--- config.mk ---
export PLATFORM = sky130hd
export DESIGN_NAME = serial_packet_deframer_unit
export DESIGN_NICKNAME = d
export VERILOG_FILES = /design/src/rtl/spd_pkg.sv /design/src/rtl/serial_packet_deframer_unit.sv /design/src/rtl/spd_frame.sv /design/src/rtl/spd_link.sv
export SDC_FILE = /design/constraint.sdc
export NUM_CORES = 1
export LEC_CHECK = 0
export CAP_MARGIN = 20
export CORE_ASPECT_RATIO = 0.75
export CORE_MARGIN = 2
export CORE_UTILIZATION = 58
export DETAILED_ROUTE_END_ITERATION = 12
export DONT_BUFFER_PORTS = 1
export GPL_TIMING_DRIVEN = 0
export PLACE_DENSITY = 0.76
export SYNTH_ARGS = -nofsm -noshare
export SYNTH_HDL_FRONTEND = slang
export SYNTH_SLANG_ARGS = --single-unit
--- constraint.sdc ---
create_clock -name i_clk -period 3.3 [get_ports i_clk]
set_input_delay 0.33 -clock i_clk [delete_from_list [all_inputs] [get_ports i_clk]]
set_output_delay 0.33 -clock i_clk [all_outputs]
set_load 0.005 [all_outputs]
--- src/rtl/spd_pkg.sv ---
// spd_pkg: shared types and constants of the serial packet deframer
// no dependencies; used by spd_frame, spd_link and serial_packet_deframer_unit
`default_nettype none

package spd_pkg;

    // framing bytes
    localparam logic [7:0] START_A      = 8'h7E;
    localparam logic [7:0] START_B_BASE = 8'h7C;
    localparam logic [7:0] END_BYTE     = 8'h7F;

    // tick counters saturate here
    localparam logic [15:0] CNT_MAX = 16'hFFFF;

    // item kinds
    localparam logic ACT_BYTE = 1'b0;
    localparam logic ACT_TICK = 1'b1;

    // configuration register indexes
    localparam int unsigned CFG_IDX_W  = 3;
    localparam int unsigned CFG_DATA_W = 16;
    localparam logic [CFG_IDX_W-1:0] CFG_BLOCK_ENABLE      = 3'd0;
    localparam logic [CFG_IDX_W-1:0] CFG_LINK_VERSION      = 3'd1;
    localparam logic [CFG_IDX_W-1:0] CFG_CONNECT_TIMEOUT   = 3'd2;
    localparam logic [CFG_IDX_W-1:0] CFG_IDLE_TIMEOUT      = 3'd3;
    localparam logic [CFG_IDX_W-1:0] CFG_IDLE_RESET_ENABLE = 3'd4;

    // configuration reset values
    localparam logic [15:0] CONNECT_TIMEOUT_RST = 16'd500;
    localparam logic [15:0] IDLE_TIMEOUT_RST    = 16'd1000;

    typedef enum logic [4:0] {
        ST_WAIT_A  = 5'b00001,
        ST_WAIT_B  = 5'b00010,
        ST_TYPE    = 5'b00100,
        ST_LENGTH  = 5'b01000,
        ST_PAYLOAD = 5'b10000
    } t_parse_state;

    typedef struct packed {
        logic       action;
        logic [7:0] rx_byte;
    } t_item;

    typedef struct packed {
        logic        idle_reset_enable;
        logic [15:0] idle_timeout_ticks;
        logic [15:0] connect_timeout_ticks;
    } t_link_cfg;

    // what the parser reports for one item
    typedef struct packed {
        logic       payload_valid;
        logic [7:0] payload_byte;
        logic [7:0] frame_type;
        logic [7:0] frame_length;
        logic       frame_done;
        logic       frame_dropped;
    } t_frame_evt;

    // what the link supervisor reports for one item
    typedef struct packed {
        logic connected;
        logic idle_fire;
    } t_link_evt;

    typedef struct packed {
        logic       payload_valid;
        logic [7:0] payload_byte;
        logic [7:0] packet_type;
        logic [7:0] declared_length;
        logic       frame_done;
        logic       frame_dropped;
        logic       link_connected;
        logic       parser_reset;
    } t_result;

endpackage

`default_nettype wire

--- src/rtl/serial_packet_deframer_unit.sv ---
// serial_packet_deframer_unit: top level with input register, result register
// and configuration registers; depends on spd_pkg, spd_frame, spd_link
`default_nettype none

// Deframes a received UART byte stream and supervises the link. Each input
// transaction is a received byte (action 0) or one time tick (action 1), and
// each gives exactly one result transaction. A frame is 0x7E, the second start
// byte (0x7C + link_version, mod 256), a type byte, a length byte (kept, not
// checked), payload and 0x7F; there is no escaping. Payload bytes stream out
// as they arrive, a frame longer than MAX_PAYLOAD is dropped. A good frame
// sets link_connected; it clears when more than connect_timeout_ticks ticks
// pass without one. With idle_reset_enable set, the parser is reset once
// after more than idle_timeout_ticks ticks without any byte. Throughput is one
// transaction per clock while the output is not stalled: a transaction sits in
// the input register, its whole parse and counter update is combinational and
// lands in the result register, from which the result is offered; the move
// from the input register to the result register waits while the output is
// stalled. The input register and the result register each hold one
// transaction: while a result waits, the input takes one more transaction and
// then stalls until the waiting result is taken.
// Configuration registers are written through the plain write port and must
// only change while no transaction is in flight.

module serial_packet_deframer_unit #(
    parameter int MAX_PAYLOAD = 255
) (
    input  wire logic                             i_clk,
    input  wire logic                             i_rst_n,
    // configuration
    input  wire logic                             i_cfg_we,
    input  wire logic [spd_pkg::CFG_IDX_W-1:0]    i_cfg_idx,
    input  wire logic [spd_pkg::CFG_DATA_W-1:0]   i_cfg_wdata,
    // input channel
    input  wire logic                             i_in_valid,
    output logic                                  o_in_ready,
    input  wire logic                             i_action,
    input  wire logic [7:0]                       i_rx_byte,
    // output channel
    output logic                                  o_out_valid,
    input  wire logic                             i_out_ready,
    output logic                                  o_payload_valid,
    output logic [7:0]                            o_payload_byte,
    output logic [7:0]                            o_packet_type,
    output logic [7:0]                            o_declared_length,
    output logic                                  o_frame_done,
    output logic                                  o_frame_dropped,
    output logic                                  o_link_connected,
    output logic                                  o_parser_reset
);

    // configuration registers
    logic        r_block_enable;
    logic [7:0]  r_link_version;
    logic [15:0] r_connect_timeout;
    logic [15:0] r_idle_timeout;
    logic        r_idle_reset_enable;

    // input register
    logic            r_in_vld;
    spd_pkg::t_item  r_item;

    // result register
    logic             r_out_vld;
    spd_pkg::t_result r_out, n_out;

    logic                advance;   // transaction moves from input to result register
    logic                proc;      // state update happens for this transaction
    spd_pkg::t_link_cfg  link_cfg;
    spd_pkg::t_frame_evt frame_evt;
    spd_pkg::t_link_evt  link_evt;

    assign advance    = r_in_vld && (!r_out_vld || i_out_ready);
    assign proc       = advance && r_block_enable;
    assign o_in_ready = !r_in_vld || advance;

    // configuration writes
    always_ff @(posedge i_clk) begin
        if (!i_rst_n) begin
            r_block_enable      <= 1'b1;
            r_link_version      <= '0;
            r_connect_timeout   <= spd_pkg::CONNECT_TIMEOUT_RST;
            r_idle_timeout      <= spd_pkg::IDLE_TIMEOUT_RST;
            r_idle_reset_enable <= 1'b0;
        end else if (i_cfg_we) begin
            case (i_cfg_idx)
                spd_pkg::CFG_BLOCK_ENABLE:      r_block_enable      <= i_cfg_wdata[0];
                spd_pkg::CFG_LINK_VERSION:      r_link_version      <= i_cfg_wdata[7:0];
                spd_pkg::CFG_CONNECT_TIMEOUT:   r_connect_timeout   <= i_cfg_wdata[15:0];
                spd_pkg::CFG_IDLE_TIMEOUT:      r_idle_timeout      <= i_cfg_wdata[15:0];
                spd_pkg::CFG_IDLE_RESET_ENABLE: r_idle_reset_enable <= i_cfg_wdata[0];
                default: begin
                    // writes beyond the register list are ignored
                end
            endcase
        end
    end

    assign link_cfg.idle_reset_enable     = r_idle_reset_enable;
    assign link_cfg.idle_timeout_ticks    = r_idle_timeout;
    assign link_cfg.connect_timeout_ticks = r_connect_timeout;

    // input register, refilled as soon as its transaction moves on
    always_ff @(posedge i_clk) begin
        if (!i_rst_n) begin
            r_in_vld <= 1'b0;
        end else if (o_in_ready) begin
            r_in_vld <= i_in_valid;
        end
    end

    always_ff @(posedge i_clk) begin
        if (o_in_ready && i_in_valid) begin
            r_item.action  <= i_action;
            r_item.rx_byte <= i_rx_byte;
        end
    end

    // frame parser
    spd_frame #(
        .MAX_PAYLOAD (MAX_PAYLOAD)
    ) u_frame (
        .i_clk          (i_clk),
        .i_rst_n        (i_rst_n),
        .i_proc         (proc),
        .i_item         (r_item),
        .i_link_version (r_link_version),
        .i_idle_fire    (link_evt.idle_fire),
        .o_evt          (frame_evt)
    );

    // link supervisor
    spd_link u_link (
        .i_clk        (i_clk),
        .i_rst_n      (i_rst_n),
        .i_proc       (proc),
        .i_action     (r_item.action),
        .i_frame_done (frame_evt.frame_done),
        .i_cfg        (link_cfg),
        .o_evt        (link_evt)
    );

    // result assembly, all zero while the block is disabled
    always_comb begin
        n_out = '0;
        if (r_block_enable) begin
            n_out.payload_valid   = frame_evt.payload_valid;
            n_out.payload_byte    = frame_evt.payload_byte;
            n_out.packet_type     = frame_evt.frame_type;
            n_out.declared_length = frame_evt.frame_length;
            n_out.frame_done      = frame_evt.frame_done;
            n_out.frame_dropped   = frame_evt.frame_dropped;
            n_out.link_connected  = link_evt.connected;
            n_out.parser_reset    = link_evt.idle_fire;
        end
    end

    // result register
    always_ff @(posedge i_clk) begin
        if (!i_rst_n) begin
            r_out_vld <= 1'b0;
        end else if (advance) begin
            r_out_vld <= 1'b1;
        end else if (i_out_ready) begin
            r_out_vld <= 1'b0;
        end
    end

    always_ff @(posedge i_clk) begin
        if (advance) begin
            r_out <= n_out;
        end
    end

    assign o_out_valid       = r_out_vld;
    assign o_payload_valid   = r_out.payload_valid;
    assign o_payload_byte    = r_out.payload_byte;
    assign o_packet_type     = r_out.packet_type;
    assign o_declared_length = r_out.declared_length;
    assign o_frame_done      = r_out.frame_done;
    assign o_frame_dropped   = r_out.frame_dropped;
    assign o_link_connected  = r_out.link_connected;
    assign o_parser_reset    = r_out.parser_reset;

    // a completed frame always leaves the link connected
    a_done_connects: assert property (@(posedge i_clk) disable iff (!i_rst_n)
        (o_out_valid && o_frame_done) |-> o_link_connected)
        else $error("frame done without link connected");

    // a result carries at most one of payload, frame end, drop
    a_one_event: assert property (@(posedge i_clk) disable iff (!i_rst_n)
        o_out_valid |-> $onehot0({o_payload_valid, o_frame_done, o_frame_dropped}))
        else $error("conflicting frame events in one result");

    // the end byte is never passed on as payload
    a_no_end_payload: assert property (@(posedge i_clk) disable iff (!i_rst_n)
        (o_out_valid && o_payload_valid) |-> (o_payload_byte != spd_pkg::END_BYTE))
        else $error("end byte streamed as payload");

    // a parser reset only happens on a tick, never with byte events
    a_reset_alone: assert property (@(posedge i_clk) disable iff (!i_rst_n)
        (o_out_valid && o_parser_reset) |-> (!o_payload_valid && !o_frame_done))
        else $error("parser reset together with byte event");

    // results appear only after a transaction was held in the input register
    a_out_from_in: assert property (@(posedge i_clk) disable iff (!i_rst_n)
        ($rose(o_out_valid)) |-> $past(r_in_vld))
        else $error("result without input transaction");

endmodule

`default_nettype wire

--- src/rtl/spd_frame.sv ---
// spd_frame: frame parser state machine, header registers and payload counter
// depends on spd_pkg
`default_nettype none

module spd_frame #(
    parameter int MAX_PAYLOAD = 255
) (
    input  wire logic               i_clk,
    input  wire logic               i_rst_n,
    input  wire logic               i_proc,
    input  wire spd_pkg::t_item     i_item,
    input  wire logic [7:0]         i_link_version,
    input  wire logic               i_idle_fire,
    output spd_pkg::t_frame_evt     o_evt
);

    localparam int CNT_W = $clog2(MAX_PAYLOAD + 1);
    localparam logic [CNT_W-1:0] CNT_LIMIT = CNT_W'(MAX_PAYLOAD);

    spd_pkg::t_parse_state r_state, n_state;
    logic [7:0]            r_type, n_type;
    logic [7:0]            r_length, n_length;
    logic [CNT_W-1:0]      r_count, n_count;
    logic [7:0]            start_b;

    assign start_b = spd_pkg::START_B_BASE + i_link_version;

    always_comb begin
        n_state  = r_state;
        n_type   = r_type;
        n_length = r_length;
        n_count  = r_count;
        o_evt    = '0;
        if (i_item.action == spd_pkg::ACT_BYTE) begin
            case (r_state)
                spd_pkg::ST_WAIT_A: begin
                    if (i_item.rx_byte == spd_pkg::START_A) begin
                        n_state = spd_pkg::ST_WAIT_B;
                    end
                end
                spd_pkg::ST_WAIT_B: begin
                    n_state = (i_item.rx_byte == start_b) ? spd_pkg::ST_TYPE
                                                          : spd_pkg::ST_WAIT_A;
                end
                spd_pkg::ST_TYPE: begin
                    n_type  = i_item.rx_byte;
                    n_state = spd_pkg::ST_LENGTH;
                end
                spd_pkg::ST_LENGTH: begin
                    n_length = i_item.rx_byte;
                    n_count  = '0;
                    n_state  = spd_pkg::ST_PAYLOAD;
                end
                spd_pkg::ST_PAYLOAD: begin
                    if (i_item.rx_byte == spd_pkg::END_BYTE) begin
                        n_state          = spd_pkg::ST_WAIT_A;
                        o_evt.frame_done = 1'b1;
                    end else if (r_count < CNT_LIMIT) begin
                        n_count             = r_count + 1'b1;
                        o_evt.payload_valid = 1'b1;
                        o_evt.payload_byte  = i_item.rx_byte;
                    end else begin
                        n_state             = spd_pkg::ST_WAIT_A;
                        o_evt.frame_dropped = 1'b1;
                    end
                end
                default: begin
                    n_state = spd_pkg::ST_WAIT_A;
                end
            endcase
        end else if (i_idle_fire) begin
            o_evt.frame_dropped = (r_state != spd_pkg::ST_WAIT_A);
            n_state = spd_pkg::ST_WAIT_A;
            n_count = '0;
        end
        o_evt.frame_type   = n_type;
        o_evt.frame_length = n_length;
    end

    always_ff @(posedge i_clk) begin
        if (!i_rst_n) begin
            r_state  <= spd_pkg::ST_WAIT_A;
            r_type   <= '0;
            r_length <= '0;
            r_count  <= '0;
        end else if (i_proc) begin
            r_state  <= n_state;
            r_type   <= n_type;
            r_length <= n_length;
            r_count  <= n_count;
        end
    end

endmodule

`default_nettype wire

--- src/rtl/spd_link.sv ---
// spd_link: link supervision, tick counters, connected flag and idle reset
// depends on spd_pkg
`default_nettype none

module spd_link (
    input  wire logic               i_clk,
    input  wire logic               i_rst_n,
    input  wire logic               i_proc,
    input  wire logic               i_action,
    input  wire logic               i_frame_done,
    input  wire spd_pkg::t_link_cfg i_cfg,
    output spd_pkg::t_link_evt      o_evt
);

    logic [15:0] r_tsf, n_tsf;
    logic [15:0] r_tsb, n_tsb;
    logic        r_connected, n_connected;
    logic        r_idle_done, n_idle_done;
    logic [15:0] tsf_inc, tsb_inc;
    logic        idle_fire;

    assign tsf_inc = (r_tsf == spd_pkg::CNT_MAX) ? r_tsf : r_tsf + 16'd1;
    assign tsb_inc = (r_tsb == spd_pkg::CNT_MAX) ? r_tsb : r_tsb + 16'd1;

    assign idle_fire = (i_action == spd_pkg::ACT_TICK) && i_cfg.idle_reset_enable
                       && !r_idle_done && (tsb_inc > i_cfg.idle_timeout_ticks);

    always_comb begin
        n_tsf       = r_tsf;
        n_tsb       = r_tsb;
        n_connected = r_connected;
        n_idle_done = r_idle_done;
        if (i_action == spd_pkg::ACT_BYTE) begin
            n_tsb       = '0;
            n_idle_done = 1'b0;
            if (i_frame_done) begin
                n_connected = 1'b1;
                n_tsf       = '0;
            end
        end else begin
            n_tsf = tsf_inc;
            n_tsb = tsb_inc;
            if (r_connected && (tsf_inc > i_cfg.connect_timeout_ticks)) begin
                n_connected = 1'b0;
            end
            if (idle_fire) begin
                n_idle_done = 1'b1;
            end
        end
        o_evt.connected = n_connected;
        o_evt.idle_fire = idle_fire;
    end

    always_ff @(posedge i_clk) begin
        if (!i_rst_n) begin
            r_tsf       <= '0;
            r_tsb       <= '0;
            r_connected <= 1'b0;
            r_idle_done <= 1'b0;
        end else if (i_proc) begin
            r_tsf       <= n_tsf;
            r_tsb       <= n_tsb;
            r_connected <= n_connected;
            r_idle_done <= n_idle_done;
        end
    end

endmodule

`default_nettype wire
-- Word-level counts from Yosys, hierarchy flattened
Index checks and enable logic that the tools add are counted.
- $add $sub $neg: 4
- multipliers: 0
- div/mod/pow operators: 0
- order comparisons: 3
- equality and inequality tests: 20
- shift-type cells: 0
- multiplexer cells: 36
- bitwise gates (word level): 3
- reduce and logical (&&, ||, !) cells: 27
- operator list (kind ; number):
    16-bit two-way mux ; 5
    8-bit two-way mux ; 8
    16-bit by 1-bit adder with 16-bit output, second input constant ; 2
    16-bit == test, second input constant ; 2
    16-bit greater-than comparator ; 2
    5-bit two-way mux ; 5
    5-bit case mux with 5 select lines ; 1
    8-bit by 7-bit == test with 1-bit output, second input constant ; 2
    8-bit case mux with 2 select lines ; 1
    2-bit AND reduction ; 7
    1-bit two-way mux ; 13
    9-bit two-way mux ; 1
    7-bit by 8-bit adder with 8-bit output, first input constant ; 1
    8-bit by 1-bit adder with 8-bit output, second input constant ; 1
    8-bit == test ; 1
    8-bit less-than comparator, second input constant ; 1
    1-bit logical AND ; 7
    3-bit by 2-bit == test with 1-bit output, second input constant ; 2
    3-bit by 2-bit != test with 1-bit output, second input constant ; 2
    5-bit by 1-bit == test with 1-bit output, second input constant ; 1
    5-bit by 2-bit == test with 1-bit output, second input constant ; 1
    5-bit by 3-bit == test with 1-bit output, second input constant ; 1
    5-bit by 4-bit == test with 1-bit output, second input constant ; 1
    5-bit == test, second input constant ; 1
    other kinds (18) ; 24
- flip-flop bits (word level): 145
- latch bits: 0
- memory bits (writable): 0
- bits in read-only memories: 0
- word-level logic and storage cells: 118
- memories kept: 0

-- Depth between registers and ports, before layout
- word-level depth: 7
- depth in mapped cells: 16
- mapped depth without buffers: 15

-- Modules after synthesis
Synthesis repeated with hierarchy kept, for this count alone.
- cells, all modules: 867
- area, all modules: 8107.8 sq um
- by module, submodules not included (module ; times used ; cells an instance ; area an instance (sq um) ; seq. area each (sq um)):
    serial_packet_deframer_unit ; 1 ; 250 ; 3146.8 ; 2021.9
    spd_link ; 1 ; 409 ; 3066.7 ; 680.7
    spd_frame ; 1 ; 208 ; 1894.3 ; 580.6

-- Worst setup path after synthesis
Ideal clock, no wire load.
- path kind: reg-to-reg
- start: register u_link.r_tsb[0]
- end: register u_frame.r_state[0]
- setup time: 0.063 ns
- data arrival time: 3.529 ns
- required time: 3.237 ns
- setup slack: -0.292 ns
- cell stages (with the launch flop): 16
- buffers on the path: 1
- cells stage by stage: dfxtp_1 -> ha_1 -> and2_1 -> nand3_1 -> or4_1 -> buf_2 -> nand2_2 -> nor3_1 -> or2_2 -> ha_1 -> nand2_1 -> nor4_1 -> a211o_1 -> nand2_1 -> or4_1 -> nand3_1
- word-level cells in the longest chain between the ends: 6
- elaborated cells between the ends (all ways): 7
- those cells by class: add/sub (1); order compare (1); eq/ne (2); mux (1); reduce/logical (2)
- RTL lines (element ; line ; source):
    start, declared ; spd_link.sv:16 ; logic [15:0] r_tsb, n_tsb;
    start signal, assigned ; spd_link.sv:62 ; r_tsb <= n_tsb;
    16-bit by 1-bit adder with 16-bit output / 16-bit == test (equally long branches) ; spd_link.sv:23 ; assign tsb_inc = (r_tsb == spd_pkg::CNT_MAX) ? r_tsb : r_tsb + 16'd1;
    16-bit two-way mux (*) ; spd_link.sv:23 ;
    16-bit greater-than comparator (*) ; spd_link.sv:26 ; && !r_idle_done && (tsb_inc > i_cfg.idle_timeout_ticks);
    1-bit logical AND (*) ; spd_link.sv:26 ;
    2-bit by 1-bit != test with 1-bit output (no source line) (*) ; -- ;
    4-bit AND reduction (no source line) (*) ; -- ;
    end signal, assigned ; spd_frame.sv:82 ; r_state <= spd_pkg::ST_WAIT_A;
    end signal, assigned ; spd_frame.sv:87 ; r_state <= n_state;
    end, declared ; spd_frame.sv:20 ; spd_pkg::t_parse_state r_state, n_state;
Every way passes the cells marked *; elsewhere a longest branch is shown, timed or not.
A chain may end at the register's enable or synchronous reset.

-- Worst setup path after layout
- start: register u_link.r_tsb[15]
- end: register u_frame.r_state[0]
The elaborated chain is that of the path after synthesis.

==> run metrics <==
Slew Viols, Final 0; Final Hold Viols 0; # DRC 0; setup ws final -0.0860 ns; fill count 980; DRT iter0 DRCs 591; layout cells sized above 1 13.6%; Area Overhead vs Synth 18.1%; largest family of logic cells by synthesized area simple AND/OR/NAND/NOR gates; worst hold path class in -> reg; Worst EP arrival 3.75 ns; vias in the first global route 6443; most frequent cells in the layout nand2_1, dfxtp_1, nor2_1, inv_1, nor2b_1; Critical-path top delay cell or4_1; crit-path leading delay family simple AND/OR/NAND/NOR gates; full die area 0.0142 mm^2; EDFF count, synth 38; Die X 137 um; first-pass GRT wire length 33000 um; Layout Skew 0.00911 ns; failing checks negative setup slack; Rows 36; largest area contributor in the netlist dfxtp_1; Netlist Area Pre-Place 0.00771 mm^2; pwr/cell area 450 mW/mm^2; TritonCTS buffer count 17; Startpoint Class register; crit path cell chain and3_1 -> nand2_1 -> o41ai_4 -> buf_4 -> nor2_1 -> xnor2_1 -> ha_1 -> nand4_1 -> nor4_4 -> a211o_1 -> a21oi_2 -> nand2_2 -> or4_1 -> nand3_1; final wirelength 21200 um; LEAKAGE 3.51 nW; Final ANT Viol Nets 0; Worst-Margin Slew 1.07 ns; status complete, but fails checks; compound-cell area share of the yosys netlist 16.0%; Antenna diodes 0; syn_area_per_cell 8.71 um^2; CP Max Fanout 6; Setup crit end kind register; synth top area cells dfxtp_1, edfxtp_1, nand2_1; final setup vio count 13; largest net degree at the start of global routing 24; Yosys warnings 0; final period utilization 103%; Cells after Synth 885; clock tree from TritonCTS built; critical setup path kind reg -> reg; Pwr Total 0.00410 W; worst path buffer plus inverter count 1; initial antenna violation count 0; asr flop ratio synth 0%; proportion of synthesized area in mux cells 3.86%; routability cong. 0.904; Synth cell types 66; routed via count 6864; Synth Area in Simple Gates 24.4%; ys flop type dfxtp_1; FMAX 295 MHz; Die H 104 um; number of synthesized register bits 145; Reg clk slew, reported paths 0.07 ns; grt ovf 0; Inst Count DP 1057; Pre-Repair DR Iteration Count 6; clk sink count 145; Slew headroom 27.0%; Post-Synth XOR/XNOR Area 3.18%; post-route minimum period 3.39 ns; Port Buffers 0; max_cap viols 0; All-Layer GR Usage 29.6%; root buffer cell clkbuf_16; Core Region 0.0130 mm^2; RSZ-0062 raised after global routing yes; initial core utilization 59.4%; WL/cell 18.9 um; Post-Syn Nets 954; share of the synthesized area in the top cell type 27.8%; Worst-Skew Late Latency 0.43 ns; Bufs on Longest Clock Path 2; Post-Synth Adder-Cell Area 5.84%; via/cell ratio 6.12; I/O pin count 64; maximum VDD drop 0.405 mV; most common cell after layout, fill and taps aside nand2_1; nets 1006; Finished Cell Area 0.00911 mm^2; DP Wirelength 14800 um; H-tree levels 4; Max stage delay on crit path 0.40 ns; sequential element share of the synthesized area 42.6%; post-route insts no fill 1121; area post-placement 0.00802 mm^2; CP Data Required Time 3.66 ns
## synth_stat cells, types with 7 or more instances
cell / number
o21ai_0: 34
o211ai_1: 14
nor2_1: 58
dfxtp_1: 107
nor4_1: 9
nor3_1: 19
ha_1: 36
nand4_1: 14
clkbuf_1: 35
xnor2_1: 15
xor2_1: 13
and3_1: 18
mux2i_1: 26
nand2_1: 142
nand3_1: 31
o21a_1: 7
edfxtp_1: 38
and2_1: 17
inv_1: 43
nor2b_1: 40
a21oi_1: 35
a21boi_0: 40
## routing by layer
layer	vias to the layer above	wire length [um]	GRT usage [%]
met5	-	0	0
met1	3257	9380	41.5
li1	3218	-	-
met3	59	1700	7.26
met2	330	9730	45.8
met4	0	398	8.03
## layout make-up
type	instances	area, um^2	area share (%)
Buffer	38	148	1.62
Clock buffer	17	425	4.67
Clock inverter	15	174	1.91
Inverter	43	161	1.77
Multi-Input combinational cell	656	4360	47.9
Sequential cell	145	3310	36.3
Tap cell	171	214	2.35
Timing Repair Buffer	36	317	3.48
## worst register-to-register path, cell delays in order (launching register included)
cell	delay [ns]
dfxtp_2	0.39
and3_1	0.22
nand2_1	0.16
o41ai_4	0.37
buf_4	0.22
nor2_1	0.08
xnor2_1	0.19
ha_1	0.30
nand4_1	0.17
nor4_4	0.07
a211o_1	0.30
a21oi_2	0.26
nand2_2	0.10
or4_1	0.40
nand3_1	0.09
## logic make-up after synthesis
logic type      Yosys count
compound gates          182
xor+xnor                 28
fa+ha+maj                36
buf+inv                  84
flops                   145
mux                      29
simple gates            381
## power by group
| part | switching, W | internal, W | leakage, nW | total, W |
|---|---|---|---|---|
| sequential | 0.0000294 | 0.00185 | 1.24 | 0.00188 |
| clock | 0.000845 | 0.00114 | 0.292 | 0.00198 |
| combinational | 0.000146 | 0.0000811 | 1.98 | 0.000228 |
| total | 0.00102 | 0.00308 | 3.51 | 0.00410 |
## flip-flops by register name, summed over array words and instances, names as in the netlist, 8 cells and up
name / flops
r_link_version: 8
u_link.r_tsf: 16
u_frame.r_type: 8
o_packet_type: 8
r_idle_timeout: 16
o_declared_length: 8
u_frame.r_count: 8
u_link.r_tsb: 16
o_payload_byte: 8
r_item: 9
r_connect_timeout: 16
u_frame.r_length: 8
## metrics by stage
step	utilization, %	hold slack (ns)	TNS (ns)	setup WS [ns]
after global routing	70.2	0.0406	-2.89	-0.230
after floorplan	-	0.429	0	0.0266
after detailed placement	61.8	0.429	-6.64	-0.569
after CTS	69.4	0.0454	-0.0108	-0.0108
final	70.2	0.0446	-0.538	-0.0860
after global placement	61.6	0.429	-3.40	-0.336
## final timing paths
check / end / slack (ns) / from / cells after the start
max: u_frame.r_state[0] / -0.09 / u_link.r_tsb[15] / 14
min: r_connect_timeout[13] / 0.04 / i_cfg_wdata[13] / 2
max reg2reg: u_frame.r_state[0] / -0.09 / u_link.r_tsb[15] / 14
min reg2reg: r_connect_timeout[9] / 0.47 / r_connect_timeout[9] / 2
## what timing repair did
item,4_1_cts,5_1_grt
resized for setup,37,21
setup buffers,22,4
pin swaps,20,10
hold buffers,9,0
endpoints found under the setup margin,18,18
hold endpoints to repair,9,0
(Power assumes the default switching activity.)
